## src/acf_pkg.sv

```systemverilog
// shared types, constants and a helper function for the affine cipher block
`timescale 1ns / 1ps

package acf_pkg;

  localparam logic [7:0] CH_UPPER_A = 8'h41;
  localparam logic [7:0] CH_UPPER_Z = 8'h5A;
  localparam logic [7:0] CH_LOWER_A = 8'h61;
  localparam logic [7:0] CH_LOWER_Z = 8'h7A;
  localparam logic [7:0] CASE_GAP   = 8'h20;

  localparam logic [8:0] SIZE_RESET = 9'd26;

  localparam int PROD_W     = 25;
  localparam int MOD_STEPS  = 4;
  localparam int MOD_STAGES = (PROD_W + MOD_STEPS - 1) / MOD_STEPS;
  localparam int DIV_W      = MOD_STAGES * MOD_STEPS;

  localparam int CFG_IDX_W  = 3;
  localparam int CFG_DATA_W = 9;

  typedef enum logic [CFG_IDX_W-1:0] {
    REG_MULT_KEY       = 3'd0,
    REG_SHIFT_KEY      = 3'd1,
    REG_INVERSE_KEY    = 3'd2,
    REG_ALPHABET_SIZE  = 3'd3,
    REG_CASE_SENSITIVE = 3'd4,
    REG_DECRYPT_MODE   = 3'd5
  } reg_idx_e;

  typedef enum logic {
    REQ_LOAD  = 1'b0,
    REQ_XFORM = 1'b1
  } req_e;

  typedef struct packed {
    logic [7:0] mult;
    logic [7:0] shift;
    logic [7:0] inv;
    logic [8:0] n_eff;
    logic       case_sens;
    logic       decrypt;
  } cfg_t;

  typedef struct packed {
    logic       xform;
    logic       hit;
    logic       dup;
    logic       wr;
    logic       fold;
    logic [7:0] ch;
    logic [7:0] key;
    logic [7:0] pos;
  } item_t;

  // one restoring step of a remainder by n
  function automatic logic [7:0] mod_step(input logic [7:0] rem, input logic b,
                                          input logic [8:0] n);
    logic [8:0] t;
    t = {rem, b};
    if (t >= n) begin
      t = t - n;
    end
    return t[7:0];
  endfunction

endpackage

```

## src/acf_back.sv

```systemverilog
// symbol table access, case restore and output register
`timescale 1ns / 1ps

module acf_back
  import acf_pkg::*;
#(
  parameter int ALPHABET_MAX = 256
) (
  input  logic       clk_i,
  input  logic       rst_ni,
  input  logic       en_i,
  input  logic       vld_i,
  input  logic [7:0] rem_i,
  input  item_t      item_i,
  output logic       out_vld_o,
  output logic [7:0] char_o,
  output logic       in_alpha_o,
  output logic       dup_o
);

  localparam int TIDX_W = $clog2(ALPHABET_MAX);

  logic [7:0] tbl_mem [ALPHABET_MAX];
  logic [7:0] trd_q;
  logic       vb_q;
  item_t      itemb_q;

  logic [7:0] sym;
  logic [7:0] char_d;

  logic       out_vld_q;
  logic [7:0] char_q;
  logic       in_alpha_q;
  logic       dup_q;

  // loads and reads share this stage so table order follows item order
  always_ff @(posedge clk_i) begin
    if (en_i) begin
      if (vld_i && item_i.wr) begin
        tbl_mem[item_i.pos[TIDX_W-1:0]] <= item_i.key;
      end
      trd_q   <= tbl_mem[rem_i[TIDX_W-1:0]];
      itemb_q <= item_i;
    end
  end

  always_comb begin
    sym = trd_q;
    if (itemb_q.fold && (trd_q >= CH_LOWER_A) && (trd_q <= CH_LOWER_Z)) begin
      sym = trd_q - CASE_GAP;
    end
    if (!itemb_q.xform) begin
      char_d = '0;
    end else if (!itemb_q.hit) begin
      char_d = itemb_q.ch;
    end else begin
      char_d = sym;
    end
  end

  always_ff @(posedge clk_i or negedge rst_ni) begin
    if (!rst_ni) begin
      vb_q      <= 1'b0;
      out_vld_q <= 1'b0;
    end else if (en_i) begin
      vb_q      <= vld_i;
      out_vld_q <= vb_q;
    end
  end

  always_ff @(posedge clk_i) begin
    if (en_i) begin
      char_q     <= char_d;
      in_alpha_q <= itemb_q.xform && itemb_q.hit;
      dup_q      <= itemb_q.dup;
    end
  end

  assign out_vld_o  = out_vld_q;
  assign char_o     = char_q;
  assign in_alpha_o = in_alpha_q;
  assign dup_o      = dup_q;

endmodule

```

## config.mk

```make
export PLATFORM = sky130hd
export DESIGN_NAME = acf_back
export DESIGN_NICKNAME = d
export VERILOG_FILES = /design/src/acf_pkg.sv /design/src/acf_back.sv
export SDC_FILE = /design/constraint.sdc
export NUM_CORES = 2
export LEC_CHECK = 0
export ABC_CLOCK_PERIOD_IN_PS = 2300
export BUFFER_PORTS_ARGS = -buffer_cell sky130_fd_sc_hd__buf_4
export CORE_MARGIN = 5
export CORE_UTILIZATION = 30
export DETAILED_ROUTE_END_ITERATION = 16
export PLACE_DENSITY = 0.43
export SYNTH_ARGS = -nofsm -noshare
export SYNTH_HDL_FRONTEND = slang
export SYNTH_SLANG_ARGS = --single-unit
```

## constraint.sdc

```tcl
create_clock -name clk_i -period 2.3 [get_ports clk_i]
set_input_delay 0.23 -clock clk_i [delete_from_list [all_inputs] [get_ports clk_i]]
set_output_delay 0.23 -clock clk_i [all_outputs]
set_load 0.05 [all_outputs]
```

==> results.json <==
{
  "status": "finished, violations left",
  "violations": "setup timing",
  "slew_viol_final": 0,
  "finalWirelength_mm": 237,
  "drt-initial-drc-count": 3700,
  "synth_area_um2": 80700,
  "avgSynthCellArea_um2": 21.7,
  "die_h_um": 529,
  "cellLeakagePower_nw": 32.3,
  "period_share_pct": 111,
  "stdcell_count": 8329,
  "synth_warnings": 0,
  "crit_required_ns": 2.93,
  "worst-path-max-fanout": 1,
  "regArea_um2": 62400,
  "synth-seq-cells": 2080,
  "arrival_ns": 3.18,
  "cts_made_buffers": 228,
  "grt_pass1_wl_mm": 331,
  "hold_path.class": "primary input to flop",
  "setup_ws_ns": -0.254,
  "area_growth_pct": 23.2,
  "tightest_slew_ns": 0.830,
  "die_w_um": 529,
  "ios": 52,
  "start_kind": "flop",
  "slew_headroom_pct": 44.6,
  "max_freq_mhz": 392,
  "synth_cells": 3725,
  "drive_gt1_share_pct": 36.1,
  "fillers": 24400,
  "min-delay-start": "item_i[20]",
  "setup_violations": 7,
  "antenna_found_initial": 13,
  "worstSetupPathType": "flop to flop",
  "grt-ovfl-total": 0,
  "multi_input_area_um2": 17400,
  "r2r_start": "tbl_mem[147][1]",
  "ys_types": 62,
  "synthArstFlopShare_pct": 0.0962,
  "hold_viol_final": 0,
  "vdd_ir_drop_max_mv": 0.579,
  "port_buffers": 51,
  "crit_path_end_kind": "flop",
  "root_buffer": "clkbuf_16",
  "crit_path_start": "tbl_mem[147][1]",
  "dp_hpwl_mm": 157,
  "gp_congestion": 0.797,
  "htreeDepth": 4,
  "maxCapViolCount": 0,
  "clkSinkCount": 2080,
  "route.detailed.drc": 0,
  "r2r_setup_slack_ns": -0.25,
  "wl_per_cell_um": 28.4,
  "path_clk_slew_ns": 0.06,
  "cts_buffer_depth": 4,
  "drtAntennaViolNets": 0,
  "vias_per_cell": 4.89,
  "fin_util_pct": 37.1,
  "clock_skew_ns": 0.0686,
  "coreArea_um2": 268000,
  "initial_core_util_pct": 30.1,
  "powerDensity_nw_per_um2": 834,
  "dpl.cell_count": 7889,
  "synthesis.nets": 3767,
  "synth_edf_count": 2078,
  "grt_max_degree": 90,
  "fin_nets": 4634,
  "clk_latency_ns": 0.90,
  "vias": 40800,
  "rows": 190,
  "die_area_um2": 279000,
  "drt_pass1_iterations": 8,
  "post-route-min-period_ns": 2.55,
  "track_usage_pct": 16.7,
  "postCtsSetupRepairBufs": 0,
  "yosysSeqAreaShare_pct": 77.4,
  "tritoncts": "done",
  "grt_pass1_vias": 42400,
  "rsz0062_at_grt": "yes",
  "synth_flop_cell": "edfxtp_1"
}
## synth_stat cells (18+ instances only)
library cell  number  area, um^2
nand3_1           18        90.1
mux2_2            20         225
a22oi_1           46         345
mux2i_1          158        1580
a2111oi_0         18         158
buf_4             21         158
buf_6             36         405
a21oi_1           33         165
mux4_2           488       11000
edfxtp_1        2078       62400
a22o_1            21         184
nor2_1           287        1080
buf_2             51         255
clkbuf_1          87         327
nor3_1            20         100
nor2b_1           20         125
nand2_1           77         289
o22ai_1           48         300
o221ai_1          29         254
## per-stage QoR
stage	worst slack, ns	hold WS [ns]	instance area [um^2]	total power [mW]	TNS [ns]
floorplan	0.000113	-0.0656	80800	44.7	0
global route	-0.308	0.0405	99400	85.7	-1.34
CTS	-0.246	0.00378	99300	84.0	-1.32
finish	-0.254	0.0764	99400	82.9	-0.911
global placement	-1.22	0.0129	91400	47.4	-8.10
detailed placement	-1.19	0.0153	91400	47.4	-7.90
## path summary, 6_finish.rpt
path / end / cells past startpoint
min: itemb_q[20] / 2
max in group asynchronous: vb_q / 3
min reg2reg: dup_o / 0
min in group asynchronous: out_vld_o / 3
max: trd_q[1] / 8
max reg2reg: trd_q[1] / 8
## repair_timing
| action | in CTS | in global routing |
|---|---|---|
| resized for setup | 58 | 20 |
| hold buffers | 30 | 0 |
| setup endpoints to repair | 8 | 8 |
| pin swaps | 13 | 12 |
| hold endpoints to repair | 1100 | 0 |
## power breakdown
part / leakage (nW) / switching [mW] / internal [mW] / total [mW]
Sequential: 18.7 / 0.0703 / 41.8 / 41.8
Combinational: 9.99 / 2.84 / 1.99 / 4.83
Clock: 3.55 / 15.0 / 21.3 / 36.2
## layout make-up
type | instances | area share [%]
Sequential cell | 2080 | 62.8
Multi-Input combinational cell | 1424 | 17.5
Timing Repair Buffer | 852 | 7.77
Clock buffer | 267 | 5.91
Tap cell | 3552 | 4.47
Clock inverter | 145 | 1.47
Inverter | 6 | 0.0239
Antenna cell | 3 | 0.00755
## cell usage in the layout, fill, tap and decap left out, types with 14 or more instances in the layout
cell           instances
a21oi_1               33
a22o_1                20
a22oi_1               39
buf_12                93
buf_4                715
bufinv_16             28
clkbuf_1              38
clkbuf_16            229
clkinv_1              60
clkinv_2              34
clkinvlp_4            14
dlygate4sd3_1         30
edfxtp_1            2078
mux2_2                14
mux2i_1              157
mux4_2               488
nand2_1               64
nor2_1               285
nor2b_1               16
o221ai_1              29
o22ai_1               48
## routing by layer
layer	wire [um]	vias to the layer above	track usage (%)	share of wire, %
li1	-	17400	-	-
met1	104000	21900	22.9	44
met2	112000	1113	27.0	48
met3	13300	325	3.27	5.6
met4	6430	4	4.77	2.7
met5	27	-	0	0.011
## worst max-delay path, stage by stage, from the launching register on
cell	delay, ns
edfxtp_1	0.35
mux4_2	0.50
mux4_2	0.55
a22oi_2	0.19
buf_6	0.16
o211ai_1	0.17
o21ai_1	0.16
buf_4	0.17
nor3_2	0.04
## cell families (layout without fill, tap and decap cells)
| kind of cell | count (synthesis) | after routing | synth area share [%] |
|---|---|---|---|
| AOI/OAI and AO/OA | 284 | 284 | 2.58 |
| adders and majority gates | 1 | 1 | 0.0155 |
| buffers and inverters | 221 | 1270 | 1.62 |
| DFF | 2080 | 2080 | 77.4 |
| muxes | 666 | 666 | 15.9 |
| other | 0 | 3 | 0 |
| and+or+nand+nor | 473 | 473 | 2.52 |
## flip-flops by register name, indices dropped and copies added, names as in the netlist
signal	cells
char_o	8
dup_o	1
in_alpha_o	1
itemb_q	12
out_vld_o	1
tbl_mem	2048
trd_q	8
vb_q	1
Note: power is estimated with default switching activity, not from simulation.
