$ cat config.mk
export PLATFORM = sky130hd
export DESIGN_NAME = acf_front
export DESIGN_NICKNAME = d
export VERILOG_FILES = /design/src/acf_pkg.sv /design/src/acf_front.sv
export SDC_FILE = /design/constraint.sdc
export NUM_CORES = 2
export LEC_CHECK = 0
export BUFFER_PORTS_ARGS = -buffer_cell sky130_fd_sc_hd__buf_2
export CAP_MARGIN = 40
export CORE_MARGIN = 10
export CORE_UTILIZATION = 63
export CTS_BUF_LIST = sky130_fd_sc_hd__clkbuf_16
export DETAILED_ROUTE_END_ITERATION = 7
export PLACE_DENSITY = 0.9
export SYNTH_ARGS = -nofsm -noshare
export SYNTH_HDL_FRONTEND = slang
export SYNTH_SLANG_ARGS = --single-unit
export TNS_END_PERCENT = 100
$ cat constraint.sdc
create_clock -name clk_i -period 5.6 [get_ports clk_i]
set_input_delay 1.68 -clock clk_i [delete_from_list [all_inputs] [get_ports clk_i]]
set_output_delay 1.68 -clock clk_i [all_outputs]
set_load 0.1 [all_outputs]
$ cat src/acf_pkg.sv
// shared types, constants and a helper function for the affine cipher block
`timescale 1ns / 1ps

package acf_pkg;

  localparam logic [7:0] CH_UPPER_A = 8'h41;
  localparam logic [7:0] CH_UPPER_Z = 8'h5A;
  localparam logic [7:0] CH_LOWER_A = 8'h61;
  localparam logic [7:0] CH_LOWER_Z = 8'h7A;
  localparam logic [7:0] CASE_GAP   = 8'h20;

  localparam logic [8:0] SIZE_RESET = 9'd26;

  localparam int PROD_W     = 25;
  localparam int MOD_STEPS  = 4;
  localparam int MOD_STAGES = (PROD_W + MOD_STEPS - 1) / MOD_STEPS;
  localparam int DIV_W      = MOD_STAGES * MOD_STEPS;

  localparam int CFG_IDX_W  = 3;
  localparam int CFG_DATA_W = 9;

  typedef enum logic [CFG_IDX_W-1:0] {
    REG_MULT_KEY       = 3'd0,
    REG_SHIFT_KEY      = 3'd1,
    REG_INVERSE_KEY    = 3'd2,
    REG_ALPHABET_SIZE  = 3'd3,
    REG_CASE_SENSITIVE = 3'd4,
    REG_DECRYPT_MODE   = 3'd5
  } reg_idx_e;

  typedef enum logic {
    REQ_LOAD  = 1'b0,
    REQ_XFORM = 1'b1
  } req_e;

  typedef struct packed {
    logic [7:0] mult;
    logic [7:0] shift;
    logic [7:0] inv;
    logic [8:0] n_eff;
    logic       case_sens;
    logic       decrypt;
  } cfg_t;

  typedef struct packed {
    logic       xform;
    logic       hit;
    logic       dup;
    logic       wr;
    logic       fold;
    logic [7:0] ch;
    logic [7:0] key;
    logic [7:0] pos;
  } item_t;

  // one restoring step of a remainder by n
  function automatic logic [7:0] mod_step(input logic [7:0] rem, input logic b,
                                          input logic [8:0] n);
    logic [8:0] t;
    t = {rem, b};
    if (t >= n) begin
      t = t - n;
    end
    return t[7:0];
  endfunction

endpackage

$ cat src/acf_front.sv
// input stage, symbol map lookup and update, affine multiply
`timescale 1ns / 1ps

module acf_front
  import acf_pkg::*;
#(
  parameter int ALPHABET_MAX = 256
) (
  input  logic             clk_i,
  input  logic             rst_ni,
  input  logic             en_i,
  input  logic             vld_i,
  input  logic             req_i,
  input  logic [7:0]       ch_i,
  input  logic [7:0]       pos_i,
  input  cfg_t             cfg_i,
  output logic             vld_o,
  output logic [DIV_W-1:0] dvd_o,
  output item_t            item_o
);

  localparam int TIDX_W = $clog2(ALPHABET_MAX);
  localparam logic [8:0] NMAX = 9'(ALPHABET_MAX);

  logic [TIDX_W-1:0] map_idx_mem [256];
  logic [255:0]      map_vld_q;

  logic       fold_d;
  logic [7:0] key_d;

  logic              v1_q;
  logic              xf1_q;
  logic              fold1_q;
  logic [7:0]        ch1_q;
  logic [7:0]        key1_q;
  logic [7:0]        pos1_q;
  logic              fwd1_q;
  logic [TIDX_W-1:0] fwdpos1_q;
  logic [TIDX_W-1:0] mrd1_q;

  logic              hit1;
  logic              wr1;
  logic [TIDX_W-1:0] idx1;
  logic [7:0]        idx1_b;
  logic [16:0]       opx1;
  logic [7:0]        opm1;
  logic [7:0]        add1;
  item_t             item1;

  logic        v2_q;
  item_t       item2_q;
  logic [16:0] opx2_q;
  logic [7:0]  opm2_q;
  logic [7:0]  add2_q;
  logic [PROD_W-1:0] prod2;

  logic              v3_q;
  item_t             item3_q;
  logic [PROD_W-1:0] prod3_q;

  always_comb begin
    fold_d = !cfg_i.case_sens && (ch_i >= CH_UPPER_A) && (ch_i <= CH_UPPER_Z);
    key_d  = fold_d ? (ch_i + CASE_GAP) : ch_i;
  end

  // stage one: map state is current, last write forwarded past the memory
  always_comb begin
    hit1   = map_vld_q[key1_q];
    idx1   = fwd1_q ? fwdpos1_q : mrd1_q;
    idx1_b = 8'(idx1);
    wr1    = v1_q && !xf1_q && !hit1 && ({1'b0, pos1_q} < NMAX);
    if (cfg_i.decrypt) begin
      opx1 = 17'(idx1_b) + {cfg_i.n_eff, 8'h00} - 17'(cfg_i.shift);
      opm1 = cfg_i.inv;
      add1 = '0;
    end else begin
      opx1 = 17'(idx1_b);
      opm1 = cfg_i.mult;
      add1 = cfg_i.shift;
    end
    item1.xform = xf1_q;
    item1.hit   = hit1;
    item1.dup   = !xf1_q && hit1;
    item1.wr    = wr1;
    item1.fold  = fold1_q;
    item1.ch    = ch1_q;
    item1.key   = key1_q;
    item1.pos   = pos1_q;
  end

  assign prod2 = PROD_W'(opx2_q) * PROD_W'(opm2_q) + PROD_W'(add2_q);

  always_ff @(posedge clk_i or negedge rst_ni) begin
    if (!rst_ni) begin
      v1_q      <= 1'b0;
      v2_q      <= 1'b0;
      v3_q      <= 1'b0;
      map_vld_q <= '0;
    end else if (en_i) begin
      v1_q <= vld_i;
      v2_q <= v1_q;
      v3_q <= v2_q;
      if (wr1) begin
        map_vld_q[key1_q] <= 1'b1;
      end
    end
  end

  always_ff @(posedge clk_i) begin
    if (en_i) begin
      xf1_q     <= (req_i == REQ_XFORM);
      fold1_q   <= fold_d;
      ch1_q     <= ch_i;
      key1_q    <= key_d;
      pos1_q    <= pos_i;
      fwd1_q    <= wr1 && (key1_q == key_d);
      fwdpos1_q <= pos1_q[TIDX_W-1:0];
      mrd1_q    <= map_idx_mem[key_d];
      if (wr1) begin
        map_idx_mem[key1_q] <= pos1_q[TIDX_W-1:0];
      end
      item2_q <= item1;
      opx2_q  <= opx1;
      opm2_q  <= opm1;
      add2_q  <= add1;
      item3_q <= item2_q;
      prod3_q <= prod2;
    end
  end

  assign vld_o  = v3_q;
  assign dvd_o  = DIV_W'(prod3_q);
  assign item_o = item3_q;

endmodule

==> impl_summary.log <==
[metrics] transition time at the pin with the least slew margin: around 2 ns
[metrics] number of buffers inserted during clock tree synthesis: 220
[metrics] hold violation count in the final report: 0
[metrics] Final Worst Setup Slack: -0.229 ns
[metrics] core outline area: 157000 sq um
[metrics] dominant cell by count in the synthesized netlist: edfxtp_1
[metrics] buffers plus inverters on the worst setup path: 5
[metrics] proportion of power drawn by combinational gates: 14.8%
[metrics] class of the most critical hold timing path: reg2reg
[metrics] die outline area: 175000 sq um
[metrics] count of max-cap constraint violations: 0
[metrics] number of instances in the synthesized netlist: 5022
[metrics] total of hold buffers inserted after clock tree synthesis: 0
[metrics] clock tree from TritonCTS: done
[metrics] total grt overflow: 0
[metrics] Final setup violation count: 120
[metrics] CP Launch Type: flip-flop
[metrics] die span in y: 418 microns
[metrics] Max rail drop VDD: 0.000550 V
[metrics] drt first pass iters: 8
[metrics] crit-path most repeated cell: buf_4
[metrics] synthesized area divided by synthesized cell count: between 15 and 20 sq um
[metrics] critical path cell sequence: buf_12 -> nor2b_1 -> buf_4 -> a22oi_1 -> a31oi_1 -> o211ai_1 -> buf_4 -> nand3b_1 -> and3_1 -> nand2_1 -> buf_4 -> nor2_1 -> buf_4
[metrics] total via count in the routed design: 59.7k
[metrics] leakage power total: between 0.03 and 0.04 uW
[metrics] Overall Global Routing Usage: 34.7%
[metrics] clk slew on worst S/H paths: 0.07 ns
[metrics] global-route wire length before repair: around 430000 microns
[metrics] growth of design area from synthesis to finish: 13.0%
[metrics] Main synth FF type: edfxtp_1
[metrics] CP Max Fanout: 29
[metrics] type of the worst setup path: reg2reg
[metrics] unrepaired setup endpoints after global routing: false
[metrics] final instance area: 113000 sq um
[metrics] antenna-violating nets left: 0
[metrics] via count of the first global-routing pass: roughly 59k
[metrics] data arrival time of the critical path: between 6 and 7 ns
[metrics] Synth async-reset ratio: 10.6%
[metrics] slowest cell on the critical path: edfxtp_1
[metrics] fraction of the core area covered by cells at the end of the flow: 71.9%
[metrics] Seq/Total Area, Yosys: 72.3%
[metrics] highest achievable clock rate: between 150 and 200 MHz
[metrics] Netlist cell types: 61
[metrics] Slew HR: -29.6%
[metrics] clock group share of total power: between 30% and 40%
[metrics] count of standard-cell rows: 145
[metrics] Top Family by Delay on Critical Path: simple AND/OR/NAND/NOR gates
[metrics] layout cell share with drive strength beyond 1: 27.0%
[metrics] cells taking the most area after synthesis: edfxtp_1 66%, mux4_2 15%, dfrtp_1 6.5%
[metrics] # clock sinks: 2443
[metrics] post-synthesis register bit count: 2443
[metrics] worst clock skew: approximately 0.062 ns
[metrics] number of design rule violations left after detail routing: 94
[metrics] largest area contributor in the netlist: edfxtp_1
[metrics] internal power contribution: 31000 uW
[metrics] Cell Pwr Density: 379 nW/um^2
[metrics] final-report max-slew violation count: 153
[metrics] cell area after technology mapping: 99700 sq um
[metrics] yosys synthesis warning count: 0
[metrics] DRC violation total after the first TritonRoute iteration: 12.2k
[metrics] clock latency of the later-clocked register in the worst-skew pair: 0.94 ns
[metrics] Final min period: 5.83 ns
[metrics] Post-synth EDFFs: 2184
[metrics] number of fillers in the final layout: 7881
[metrics] # Post-CTS Setup Buffers: 0
[metrics] Starting Density: 63.6%
[metrics] H-tree Lvls: 4
[metrics] net switching component of the power: between 10000 and 15000 uW
[metrics] final HPWL from detailed placement: 164000 microns
[metrics] Data required, critical path: 6.21 ns
[metrics] I/O Pins: 114
[metrics] kind of capture point of the worst setup path: flip-flop
[metrics] top cells by instance count after synthesis: 2184 x edfxtp_1, 670 x mux4_2, 312 x nor2_1
[metrics] RD Place Congestion: 0.879
[metrics] pin count of the biggest net entering global routing: 225
[metrics] initial antenna violation count: 40
[metrics] area share of the largest cell type after synthesis: between 60% and 70%
[metrics] count of buffers inserted at the top-level ports: 110
[metrics] chip width: 418 microns
[metrics] cell area after placement: around 110000 sq um
[metrics] Avg WL per Cell: 41.1 microns
[metrics] outcome: complete, but fails checks
[metrics] net switching share of the total power: a little over a quarter
[metrics] number of nets in the final layout: 5706
[metrics] maximum cell stage delay along the critical path: between 0.7 and 0.8 ns
[metrics] maximum buffer depth of the clock tree: 3
[metrics] detailed-route vias per instance: 7.67
[metrics] master cell of the clock root buffer: clkbuf_16
[metrics] portion of total power attributed to sequential cells: 48.1%
[metrics] detailed-route wire length: 319000 microns
[metrics] violated checks: DRC, slew limit, setup timing
[metrics] fraction of the cycle the final worst path needs: 104%
## flip-flops by register name, summed over array words and instances, names as in the netlist
signal       flops
vld_o            1
xf1_q            1
prod3_q         25
pos1_q           8
item_o          24
item2_q         24
opx2_q          17
v1_q             1
key1_q           3
map_vld_q      256
fold1_q          1
opm2_q           8
map_idx_mem   2048
fwd1_q           1
ch1_q            8
mrd1_q           8
add2_q           8
v2_q             1
## logic make-up (layout without fill, tap and decap cells)
family,after synthesis,in the layout,synth area share (%)
muxes,809,809,16.6
and+or+nand+nor,814,814,3.93
DFF,2443,2443,72.3
adders and majority gates,162,162,2.78
buffers and inverters,431,1094,1.88
xor gates and xnor gates,31,31,0.272
AOI/OAI and AO/OA,331,331,2.32
other,1,32,0.00376
## cell type report
type	instances	area [sq um]	area share (%)
flip-flops and latches	2443	72100	64.0
inverters	171	642	0.570
multi-input cells	2150	25800	22.9
repair buffers	502	4180	3.71
clock inverters	195	1620	1.43
diodes	29	72.6	0.0644
clock buffers	226	5660	5.02
well taps	2058	2570	2.29
## power groups by stage
| stage | combinational [uW] | sequential, uW | clock [uW] |
|---|---|---|---|
| 2_1_floorplan | 3460 | 21800 | 0 |
| 3_3_place_gp | 5700 | 20900 | 0 |
| 3_5_place_dp | 5950 | 20900 | 0 |
| 4_1_cts | 6080 | 20500 | 15600 |
| 5_1_grt | 6710 | 20500 | 16300 |
| 6_report | 6310 | 20500 | 15900 |
## path summary, 6_finish.rpt
kind | cells after the start | from | endpoint | slack, ns
setup / recovery | 13 | ch1_q[1]$_DFFE_PP_ | map_idx_mem[39][0]$_DFFE_PP_ | -0.23
hold / removal | 0 | item2_q[24]$_DFFE_PP_ | item_o[24]$_DFFE_PP_ | 0.42
setup reg to reg | 13 | ch1_q[1]$_DFFE_PP_ | map_idx_mem[39][0]$_DFFE_PP_ | -0.23
hold reg to reg | 0 | item2_q[24]$_DFFE_PP_ | item_o[24]$_DFFE_PP_ | 0.42
max in group asynchronous | 2 | rst_ni | map_vld_q[146]$_DFFE_PN0P_ | 3.46
min in group asynchronous | 1 | rst_ni | v2_q$_DFFE_PN0P_ | 0.80
## worst reg2reg max path: stages, from the launching register on
cell and delay, ns:
edfxtp_1 0.77, buf_12 0.38, nor2b_1 0.67, buf_4 0.39, a22oi_1 0.18, a31oi_1 0.26
o211ai_1 0.25, buf_4 0.25, nand3b_1 0.10, and3_1 0.42, nand2_1 0.42, buf_4 0.42
nor2_1 0.69, buf_4 0.31
## cells in the final DEF, fill, tap and decap left out, types with 23 or more instances in the layout
master	instances
nor2_1	307
nand3_1	23
buf_2	105
o21ai_0	49
fa_1	99
bufinv_16	24
and2_1	113
o21bai_1	130
diode_2	29
clkinv_1	58
inv_1	219
mux2i_1	117
clkinv_2	35
buf_12	43
edfxtp_1	2184
dfrtp_1	259
or2_1	117
a21oi_1	33
mux4_2	670
buf_4	339
nand2_1	150
clkbuf_16	226
ha_1	63
## metal layers
layer  GRT usage [%]  up-vias  wire length [microns]
met2            52.9     7337                 143000
met3            13.3     2261                  52200
met1            41.6    29100                  91700
met5           0.301        -                    321
li1                -    20900                      -
met4            23.0       36                  31900
## per-stage QoR
stage                     instances  setup TNS (ns)  power (uW)  worst slack, ns  hold slack [ns]
after floorplan                5024               0       25300            0.624            0.400
after global placement         7260               0       26600            0.245            0.400
after detailed placement       7298               0       26800            0.248            0.414
after CTS                      7719               0       42200            0.269            0.429
after global routing           7751               0       43600           0.0183            0.433
final                          7774           -9.70       42700           -0.229            0.424
## timing repair
item	in CTS	in global routing
setup endpoints to repair	0	105
resized for setup	0	6
endpoints found under the hold margin	0	0
No activity file was read; power rests on OpenSTA's default activity.
