`src/acf_pkg.sv`:
```
// shared types, constants and a helper function for the affine cipher block
`timescale 1ns / 1ps

package acf_pkg;

  localparam logic [7:0] CH_UPPER_A = 8'h41;
  localparam logic [7:0] CH_UPPER_Z = 8'h5A;
  localparam logic [7:0] CH_LOWER_A = 8'h61;
  localparam logic [7:0] CH_LOWER_Z = 8'h7A;
  localparam logic [7:0] CASE_GAP   = 8'h20;

  localparam logic [8:0] SIZE_RESET = 9'd26;

  localparam int PROD_W     = 25;
  localparam int MOD_STEPS  = 4;
  localparam int MOD_STAGES = (PROD_W + MOD_STEPS - 1) / MOD_STEPS;
  localparam int DIV_W      = MOD_STAGES * MOD_STEPS;

  localparam int CFG_IDX_W  = 3;
  localparam int CFG_DATA_W = 9;

  typedef enum logic [CFG_IDX_W-1:0] {
    REG_MULT_KEY       = 3'd0,
    REG_SHIFT_KEY      = 3'd1,
    REG_INVERSE_KEY    = 3'd2,
    REG_ALPHABET_SIZE  = 3'd3,
    REG_CASE_SENSITIVE = 3'd4,
    REG_DECRYPT_MODE   = 3'd5
  } reg_idx_e;

  typedef enum logic {
    REQ_LOAD  = 1'b0,
    REQ_XFORM = 1'b1
  } req_e;

  typedef struct packed {
    logic [7:0] mult;
    logic [7:0] shift;
    logic [7:0] inv;
    logic [8:0] n_eff;
    logic       case_sens;
    logic       decrypt;
  } cfg_t;

  typedef struct packed {
    logic       xform;
    logic       hit;
    logic       dup;
    logic       wr;
    logic       fold;
    logic [7:0] ch;
    logic [7:0] key;
    logic [7:0] pos;
  } item_t;

  // one restoring step of a remainder by n
  function automatic logic [7:0] mod_step(input logic [7:0] rem, input logic b,
                                          input logic [8:0] n);
    logic [8:0] t;
    t = {rem, b};
    if (t >= n) begin
      t = t - n;
    end
    return t[7:0];
  endfunction

endpackage

```
`src/acf_mod_pipe.sv`:
```
// pipelined restoring remainder by the alphabet size
`timescale 1ns / 1ps

module acf_mod_pipe
  import acf_pkg::*;
(
  input  logic             clk_i,
  input  logic             rst_ni,
  input  logic             en_i,
  input  logic [8:0]       n_i,
  input  logic             vld_i,
  input  logic [DIV_W-1:0] dvd_i,
  input  item_t            item_i,
  output logic             vld_o,
  output logic [7:0]       rem_o,
  output item_t            item_o
);

  logic             vld_q  [MOD_STAGES];
  logic [7:0]       rem_q  [MOD_STAGES];
  logic [DIV_W-1:0] dvd_q  [MOD_STAGES];
  item_t            item_q [MOD_STAGES];

  logic             vld_in  [MOD_STAGES];
  logic [7:0]       rem_in  [MOD_STAGES];
  logic [DIV_W-1:0] dvd_in  [MOD_STAGES];
  item_t            item_in [MOD_STAGES];
  logic [7:0]       rem_d   [MOD_STAGES];

  always_comb begin
    vld_in[0]  = vld_i;
    rem_in[0]  = '0;
    dvd_in[0]  = dvd_i;
    item_in[0] = item_i;
    for (int s = 1; s < MOD_STAGES; s++) begin
      vld_in[s]  = vld_q[s-1];
      rem_in[s]  = rem_q[s-1];
      dvd_in[s]  = dvd_q[s-1];
      item_in[s] = item_q[s-1];
    end
    // each stage consumes MOD_STEPS dividend bits, msb first
    for (int s = 0; s < MOD_STAGES; s++) begin
      rem_d[s] = rem_in[s];
      for (int k = 0; k < MOD_STEPS; k++) begin
        rem_d[s] = mod_step(rem_d[s], dvd_in[s][DIV_W-1-s*MOD_STEPS-k], n_i);
      end
    end
  end

  always_ff @(posedge clk_i or negedge rst_ni) begin
    if (!rst_ni) begin
      for (int s = 0; s < MOD_STAGES; s++) begin
        vld_q[s] <= 1'b0;
      end
    end else if (en_i) begin
      for (int s = 0; s < MOD_STAGES; s++) begin
        vld_q[s] <= vld_in[s];
      end
    end
  end

  always_ff @(posedge clk_i) begin
    if (en_i) begin
      for (int s = 0; s < MOD_STAGES; s++) begin
        rem_q[s]  <= rem_d[s];
        dvd_q[s]  <= dvd_in[s];
        item_q[s] <= item_in[s];
      end
    end
  end

  assign vld_o  = vld_q[MOD_STAGES-1];
  assign rem_o  = rem_q[MOD_STAGES-1];
  assign item_o = item_q[MOD_STAGES-1];

endmodule

```
`config.mk`:
```
export PLATFORM = sky130hd
export DESIGN_NAME = acf_mod_pipe
export DESIGN_NICKNAME = d
export VERILOG_FILES = /design/src/acf_pkg.sv /design/src/acf_mod_pipe.sv
export SDC_FILE = /design/constraint.sdc
export NUM_CORES = 1
export LEC_CHECK = 0
export ABC_AREA = 1
export BUFFER_PORTS_ARGS = -buffer_cell sky130_fd_sc_hd__buf_2
export CAP_MARGIN = 20
export CORE_MARGIN = 3
export CORE_UTILIZATION = 28
export CTS_CLUSTER_SIZE = 12
export DETAILED_ROUTE_END_ITERATION = 10
export GPL_TIMING_DRIVEN = 0
export SLEW_MARGIN = 40
export SYNTH_ARGS = -nofsm -noshare
export SYNTH_HDL_FRONTEND = slang
export SYNTH_SLANG_ARGS = --single-unit
export TNS_END_PERCENT = 1
```
`constraint.sdc`:
```
create_clock -name clk_i -period 5.95 [get_ports clk_i]
set_clock_uncertainty 0.15 [all_clocks]
set_input_delay 0 -clock clk_i [delete_from_list [all_inputs] [get_ports clk_i]]
set_output_delay 0 -clock clk_i [all_outputs]
set_load 0.02 [all_outputs]
```
==> impl_metrics.tcl, run 1 <==
set metrics [dict create \
    finalCritPeriodShare_pct 99.5 \
    synth.top_cell.area_share_pct 42.9 \
    avgRoutedWirePerCell_um 13.3 \
    cpMostUsedCell "nand2_1" \
    highest_layer "met4" \
    final-setup-viol-count 0 \
    async_flop_share_pct 2.00 \
    start_util_pct 28.5 \
    cts.htree.levels 2 \
    syn_inst 2663 \
    worstPathArrival_ns 6.07 \
    crit_path_end_kind "register" \
    min-delay-path-class "input port to register" \
    ys_seq_elements 350 \
    grt_pass1_wl_um 90100 \
    detailed_place_hpwl_um 38600 \
    final_cell_mix "nand2_1, edfxtp_1, inv_1" \
    rsz0062_at_grt "true" \
    clk_pin_slew_ns 0.06 \
    io_pins 108 \
    wl_met3_um 2420 \
    grt_antenna_before_repair 1 \
    clk_path_buf_depth 3 \
    track_usage_pct 12.1 \
    dr_wl_met2_um 25600 \
    vias_per_cell 4.51 \
    worstPathRequired_ns 6.10 \
    report.final.slew_viol_count 0 \
    synth_area_um2 24000 \
    drtAntennaViolNets 0 \
    areaGrowthSynthToFinish_pct 30.6 \
    yosysWarnings 0 \
    met1_length_um 26200 \
    rows 106 \
    setup_tns_ns 0 \
    clock-sinks 350 \
    relSlewSlack_pct 56.3 \
    die_y_um 299 \
    crit_type "register to register" \
    core_area_um2 84400 \
    fin_nets 3360 \
    dr.pass1.iters 5 \
    die_area_um2 89300 \
    cts_tree "yes" \
    max_stage_delay_ns 0.39 \
    yosysUniqueCellTypes 53 \
    cts_inserted_buffers 42 \
    gp_congestion 0.857 \
    crit_path_max_fanout 9 \
    fmax_mhz 169 \
    layout_commonest_cell "nand2_1" \
    ys_seq_area_share_pct 43.6 \
    post-route-min-period_ns 5.92 \
    first_iter_violations 833 \
    tightest_slew_ns 0.656 \
    drc 0 \
    clk_latency_ns 0.61 \
    first_global_vias 18100 \
    synthTopCellsByArea "edfxtp_1, ha_1, nand2_1" \
    cap_violations 0 \
    syn_area_per_cell_um2 9.02 \
    hold_violations 0 \
    vias 18900 \
    slowest_stage "edfxtp_1" \
    cp-start-kind "register" \
    syn_nets 3005 \
    drive_gt1_share_pct 20.3 \
    synth_top_area_cell "edfxtp_1" \
    overflow 0 \
    synth_edf_count 343 \
    die_w_um 299 \
    cts_root_buf "clkbuf_16" \
    outcome "finished, final reports clean" \
    io_buffers 107 \
    grt_max_degree 72 \
    ys.flop_type "edfxtp_1" \
    routed_wl_um 55800 \
]
==> sequential cells by signal, indices dropped and copies added, names as in the netlist <==
name / flops
vld_o: 1
dvd_q: 84
vld_in: 6
rem_q: 56
item_q: 203
==> critical path, delay by kind of cell, from the launching register on <==
| family | cells | cell delay (ns) |
|---|---|---|
| AND/OR/NAND/NOR | 25 | 2.81 |
| adder cells (fa/ha/maj) | 4 | 1.03 |
| buffers and inverters | 7 | 0.68 |
| AO/OA/AOI/OAI | 4 | 0.56 |
| flip-flops | 1 | 0.39 |
==> cells by family (layout without fill, tap and decap cells) <==
kind of cell               Yosys count  in the layout  synth area share (%)
AOI/OAI and AO/OA                  296            297                  7.16
xor gates and xnor gates           126            126                  4.59
adders and majority gates          272            272                  15.0
buffers and inverters              360            741                  5.87
DFF                                350            350                  43.6
muxes                                5              5                 0.214
other                                0              1                     0
and+or+nand+nor                   1254           1257                  23.5
==> per-stage QoR <==
step	worst slack (ns)	hold WS (ns)	utilization (%)	area, µm²	instances
after global placement	-2.69	-0.311	31.5	26600	3904
after floorplan	-0.0775	-0.446	-	24700	2663
after global routing	-0.415	0.142	37.2	31400	4182
after detailed placement	-1.58	-0.307	32.0	27000	3919
after CTS	-0.00855	0.0437	36.0	30400	4156
final	0.0303	0.0965	37.2	31400	4183
==> final timing paths <==
kind / start / to / slack, ns / cells past startpoint
setup reg to reg: rem_q[5][1] / rem_q[6][2] / 0.03 / 40
max in group asynchronous: rst_ni / vld_in[1] / 5.13 / 3
hold / removal: n_i[3] / rem_q[0][6] / 0.1 / 9
hold reg to reg: dvd_q[2][7] / dvd_q[3][7] / 0.24 / 0
min in group asynchronous: rst_ni / vld_in[4] / 0.26 / 3
setup / recovery: rem_q[5][1] / rem_q[6][2] / 0.03 / 40
==> cell type report <==
| cell class | count | area [µm²] |
|---|---|---|
| clock inverter | 22 | 250 |
| sequential | 350 | 10500 |
| timing repair buffer | 306 | 2610 |
| fill | 8447 | 53000 |
| multi-input combinational | 1957 | 14000 |
| tap | 1134 | 1420 |
| timing repair inverter | 1 | 7.51 |
| antenna | 1 | 2.50 |
| inverter | 349 | 1360 |
| clock buffer | 52 | 1090 |
| buffer | 11 | 121 |
==> Yosys cell counts (8+ instances only) <==
master and count:
o21ai_0 64, o21ai_1 9, nor3_1 17, inv_2 8
nand3b_1 21, nor2_1 114, and2_1 34, nand2_4 9
o21bai_1 10, ha_1 245, a21oi_1 129, edfxtp_1 343
nand3_2 17, or2_2 20, inv_1 339, xnor2_1 51
or2_1 8, xor2_1 75, nand2_1 734, o211ai_1 11
a21o_1 19, nand3_1 209, a31oi_1 23, fa_1 27
nand2_2 17, nand4_1 29
==> per-layer routing <==
metal | track usage [%] | up-vias
met5 | 0 | -
met4 | 3.68 | 0
met3 | 2.30 | 91
met2 | 19.9 | 310
met1 | 16.2 | 8695
li1 | - | 9769
==> what timing repair did <==
item                                    CTS  global route
hold buffers                            115             0
setup buffers                            42            26
hold endpoints to repair                276             0
pin swaps                                32            73
resized for setup                        91           166
endpoints found under the setup margin   56            56
cloned                                    6             0
Power of run 1 is left out: the tool's default activity adds up to more than one toggle a clock period on the data nets, which glitch-free logic cannot reach.
==> run 2: changes to the inputs <==
--- a/config.mk
+++ b/config.mk
@@ -13,6 +13,7 @@
 export CTS_CLUSTER_SIZE = 12
 export DETAILED_ROUTE_END_ITERATION = 10
 export GPL_TIMING_DRIVEN = 0
+export PLACE_DENSITY_LB_ADDON = 0.2
 export SLEW_MARGIN = 40
 export SYNTH_ARGS = -nofsm -noshare
 export SYNTH_HDL_FRONTEND = slang
==> run 2 against run 1 <==
Hold slack worse by 0.059 ns. Largest cell class unchanged. First-iteration DRC count is 2.6% higher. Cell area is 6.6% higher. Final cell count is 1.9% higher. Critical path depth is 2 lower. Global-route usage is 0.85 points higher.
==> impl_metrics.tcl, run 2 (synthesis gave the netlist of run 1 again) <==
set metrics [dict create \
    first_global_vias 18800 \
    drc 0 \
    avgRoutedWirePerCell_um 14.3 \
    grt_pass1_wl_um 95900 \
    cpMostUsedCell "nand2_1" \
    final_cell_mix "nand2_1, edfxtp_1, inv_1" \
    grt_antenna_before_repair 0 \
    gr-usage-met1_pct 16.6 \
    drtAntennaViolNets 0 \
    worst_r2r_endpoint "rem_q[4][6]" \
    cp-start-kind "register" \
    gp_congestion 0.814 \
    rows 106 \
    crit_path_max_fanout 7 \
    hp-start "dvd_i[22]" \
    timing.hold.ws_ns 0.0374 \
    crit_path_end_kind "register" \
    holdPathStages 2 \
    max_stage_delay_ns 0.43 \
    hold-path-endpoint "dvd_q[0][22]" \
    reg2reg_from "rem_q[3][1]" \
    gr-max-usage-layer "met2" \
    grt_max_degree 73 \
    dr.pass1.iters 7 \
    routed_wl_um 61000 \
    gr-usage-met3_pct 2.22 \
    clk_latency_ns 0.58 \
    start_util_pct 28.5 \
    die_y_um 299 \
    clk_path_buf_depth 3 \
    worstPathArrival_ns 6.03 \
    core_area_um2 84400 \
    clk_pin_slew_ns 0.06 \
    cts_inserted_buffers 42 \
    report.final.slew_viol_count 0 \
    die_area_um2 89300 \
    finalCritPeriodShare_pct 98.5 \
    clock-sinks 350 \
    io_buffers 107 \
    areaGrowthSynthToFinish_pct 39.2 \
    cts_root_buf "clkbuf_16" \
    track_usage_pct 13.0 \
    io_pins 108 \
    crit_type "register to register" \
    cts_tree "yes" \
    first_iter_violations 855 \
    slowest_stage "edfxtp_1" \
    tightest_slew_ns 0.761 \
    layout_commonest_cell "nand2_1" \
    critical_path_buf_inv_count 6 \
    top_regs "item_q x203, dvd_q x84, rem_q x56" \
    vias 19200 \
    outcome "finished, final reports clean" \
    detailed_place_hpwl_um 41700 \
    r2r_cells 38 \
    die_w_um 299 \
    vias_per_cell 4.51 \
    final-setup-viol-count 0 \
    grt_util_met2_pct 22.7 \
    overflow 0 \
    cts.htree.levels 2 \
    top_register "item_q" \
    rsz0062_at_grt "true" \
    worstPathRequired_ns 6.12 \
    fmax_mhz 171 \
    cpLargestDelayFamily "simple AND/OR/NAND/NOR gates" \
    drive_gt1_share_pct 29.8 \
    cap_violations 0 \
    post-route-min-period_ns 5.86 \
    relSlewSlack_pct 49.3 \
    rrSetupSlack_ns 0.09 \
    fin_nets 3443 \
    hold_violations 0 \
    min-delay-path-class "input port to register" \
    largest_reg_flops 203 \
]
==> run 2: timing repair <==
item                                    4_1_cts  5_1_grt
gates resized for setup                     117      460
endpoints found under the setup margin       56       56
setup buffers                                49      104
endpoints found under the hold margin       216        0
pin swaps                                    47      188
cloned                                        5        5
hold buffers                                109        0
==> run 2: per-layer routing <==
| metal | vias up | share of wire (%) |
|---|---|---|
| met4 | 0 | 2.2 |
| met1 | 9003 | 46 |
| li1 | 9926 | - |
| met5 | - | 0 |
| met3 | 78 | 3.5 |
| met2 | 211 | 49 |
==> run 2: worst max-delay path by stage <==
stage	slack, ns	to	from	cells after the start
detailed placement	-1.89	rem_q[2][2]	n_i[1]	36
floorplan	-0.08	rem_q[3][4]	n_i[1]	39
global placement	-3.16	rem_q[2][2]	n_i[1]	34
finish	0.09	rem_q[4][6]	rem_q[3][1]	38
global route	-0.20	rem_q[5][2]	rem_q[4][1]	41
CTS	-0.01	rem_q[3][4]	dvd_q[2][15]	42
==> run 2: stage by stage <==
| step | TNS, ns | std cells | area (µm²) | setup slack [ns] | utilization, % |
|---|---|---|---|---|---|
| after global routing | -7.02 | 4260 | 33400 | -0.204 | 39.6 |
| after detailed placement | -80.99 | 3920 | 27000 | -1.89 | 32.0 |
| after floorplan | -1.72 | 2663 | 24700 | -0.0775 | - |
| after CTS | -0.0202 | 4152 | 30400 | -0.0137 | 36.0 |
| final | 0 | 4261 | 33400 | 0.0876 | 39.6 |
| after global placement | -351.33 | 3904 | 26600 | -3.16 | 31.5 |
==> run 2: layout make-up <==
class,instances,area [µm²]
fill,8455,50900
multi-input combinational,1958,15400
sequential,350,10500
timing repair buffer,388,3360
tap,1134,1420
inverter,349,1400
clock buffer,51,1080
clock inverter,18,183
buffer,10,111
timing repair inverter,2,12.5
antenna,1,2.50
Power of run 2 is left out for the same reason.
==> run 3: changes to the inputs <==
--- a/config.mk
+++ b/config.mk
@@ -8,7 +8,6 @@
 export ABC_AREA = 1
 export BUFFER_PORTS_ARGS = -buffer_cell sky130_fd_sc_hd__buf_2
 export CAP_MARGIN = 20
-export CORE_MARGIN = 3
 export CORE_UTILIZATION = 28
 export CTS_CLUSTER_SIZE = 12
 export DETAILED_ROUTE_END_ITERATION = 10
==> run 3 against run 2 <==
Final cell count down 0.82%. Flip-flop and latch count unchanged. Global-route usage up 0.58 points. Critical path type unchanged. Largest cell class unchanged.
==> impl_metrics.tcl, run 3 (synthesis gave the netlist of run 1 again) <==
set metrics [dict create \
    clk_path_buf_depth 3 \
    worstPathRequired_ns 6.14 \
    rows 107 \
    timing.hold.ws_ns 0.0165 \
    cts_tree "yes" \
    worst_r2r_endpoint "rem_q[4][4]" \
    cp-start-kind "register" \
    crit_start "rem_q[3][5]" \
    finalCritPeriodShare_pct 99.0 \
    rsz0062_at_grt "true" \
    io_buffers 107 \
    drtAntennaViolNets 0 \
    clock-sinks 350 \
    post-route-min-period_ns 5.89 \
    crit_path_end_kind "register" \
    max_stage_delay_ns 0.45 \
    io_pins 108 \
    clk_pin_slew_ns 0.06 \
    avgRoutedWirePerCell_um 14.1 \
    dr.pass1.iters 4 \
    final_cell_mix "nand2_1, edfxtp_1, inv_1" \
    cp-endpoint "rem_q[4][4]" \
    cts_inserted_buffers 44 \
    fmax_mhz 170 \
    r2r_cells 36 \
    die_y_um 295 \
    final_cells 4226 \
    grt_max_degree 76 \
    drc 0 \
    grt_pass1_wl_um 95100 \
    tightest_slew_ns 0.571 \
    overflow 0 \
    first_iter_violations 832 \
    top_register "item_q" \
    drive_gt1_share_pct 26.0 \
    slowest_stage "edfxtp_1" \
    cts_root_buf "clkbuf_16" \
    worstPathArrival_ns 6.09 \
    gp_congestion 0.807 \
    crit_path_max_fanout 7 \
    cpMostUsedCell "nand2_1" \
    place_inst 3930 \
    num_antenna_cells 0 \
    areaGrowthSynthToFinish_pct 35.9 \
    min-delay-path-class "input port to register" \
    outcome "finished, final reports clean" \
    cts.htree.levels 2 \
    setup_tns_ns 0 \
    clk_latency_ns 0.60 \
    hold_violations 0 \
    die_area_um2 87000 \
    fillCellCount 8454 \
    reg2reg_from "rem_q[3][5]" \
    multi_input_area_um2 14800 \
    crit_type "register to register" \
    routed_wl_um 59700 \
    core_area_um2 85000 \
    start_util_pct 28.3 \
    fin_nets 3392 \
    vias_per_cell 4.47 \
    top_regs "item_q x203, dvd_q x84, rem_q x56" \
    track_usage_pct 13.6 \
    first_global_vias 18300 \
    detailed_place_hpwl_um 41300 \
    relSlewSlack_pct 61.9 \
    report.final.slew_viol_count 0 \
    seq_area_um2 10500 \
    final-setup-viol-count 0 \
    cap_violations 0 \
    largest_reg_flops 203 \
    layout_commonest_cell "nand2_1" \
    die_w_um 295 \
    vias 18900 \
    grt_antenna_before_repair 0 \
    rrSetupSlack_ns 0.06 \
]
run 3: cell types whose count changed in the layout (fill, tap and decap cells not counted), sizes merged:
cell and change:
buf -51, nor2 -1, clkinv -1, bufinv +3
clkbuf +4, dlygate4sd3 +2, diode -1
run 3: how the worst min path moves through the flow:
stage	startpoint	endpoint	slack [ns]	cells past startpoint
final	dvd_i[27]	rem_q[0][3]	0.02	7
after global routing	dvd_i[10]	dvd_q[0][10]	0.01	2
after CTS	dvd_i[27]	rem_q[0][3]	0.003	7
after detailed placement	rst_ni	vld_o	-0.31	1
after global placement	rst_ni	vld_o	-0.31	1
after floorplan	rst_ni	vld_in[0]	-0.45	0
run 3: area by class of cell:
cell class | instances | share of cell area (%)
multi-input combinational | 1957 | 45.4
sequential | 350 | 32.1
timing repair buffer | 337 | 8.96
tap | 1144 | 4.39
inverter | 349 | 4.21
clock buffer | 56 | 3.54
clock inverter | 22 | 1.00
buffer | 11 | 0.387
run 3: critical path: cells and delay by family, from the launching register on:
kind	cells	cell delay, ns
and+or+nand+nor	18	2.17
AOI/OAI and AO/OA	9	1.16
DFF	1	0.45
adders and majority gates	4	1.02
buffers and inverters	5	0.70
run 3: what timing repair did:
item	in CTS	in global routing
hold endpoints to repair	286	0
buffers inserted	52	49
endpoints found under the setup margin	56	56
gates cloned	4	2
pin swaps	50	120
hold buffers	111	0
resized for setup	131	305
run 3: through the flow:
stage                     setup WS, ns  util, %  cell area [µm²]
final                           0.0580     38.4            32600
after global placement           -3.10     31.3            26600
after CTS                      -0.0154     36.2            30800
after detailed placement         -1.82     31.8            27000
after global routing            -0.342     38.4            32600
after floorplan                -0.0775        -            24700
run 3: layer usage:
metal  global-route usage, %  share of wire (%)
met5                       0                  0
met4                    3.10                1.7
met3                    2.44                3.5
met2                    23.5                 49
met1                    17.4                 46
Power of run 3 is left out for the same reason.
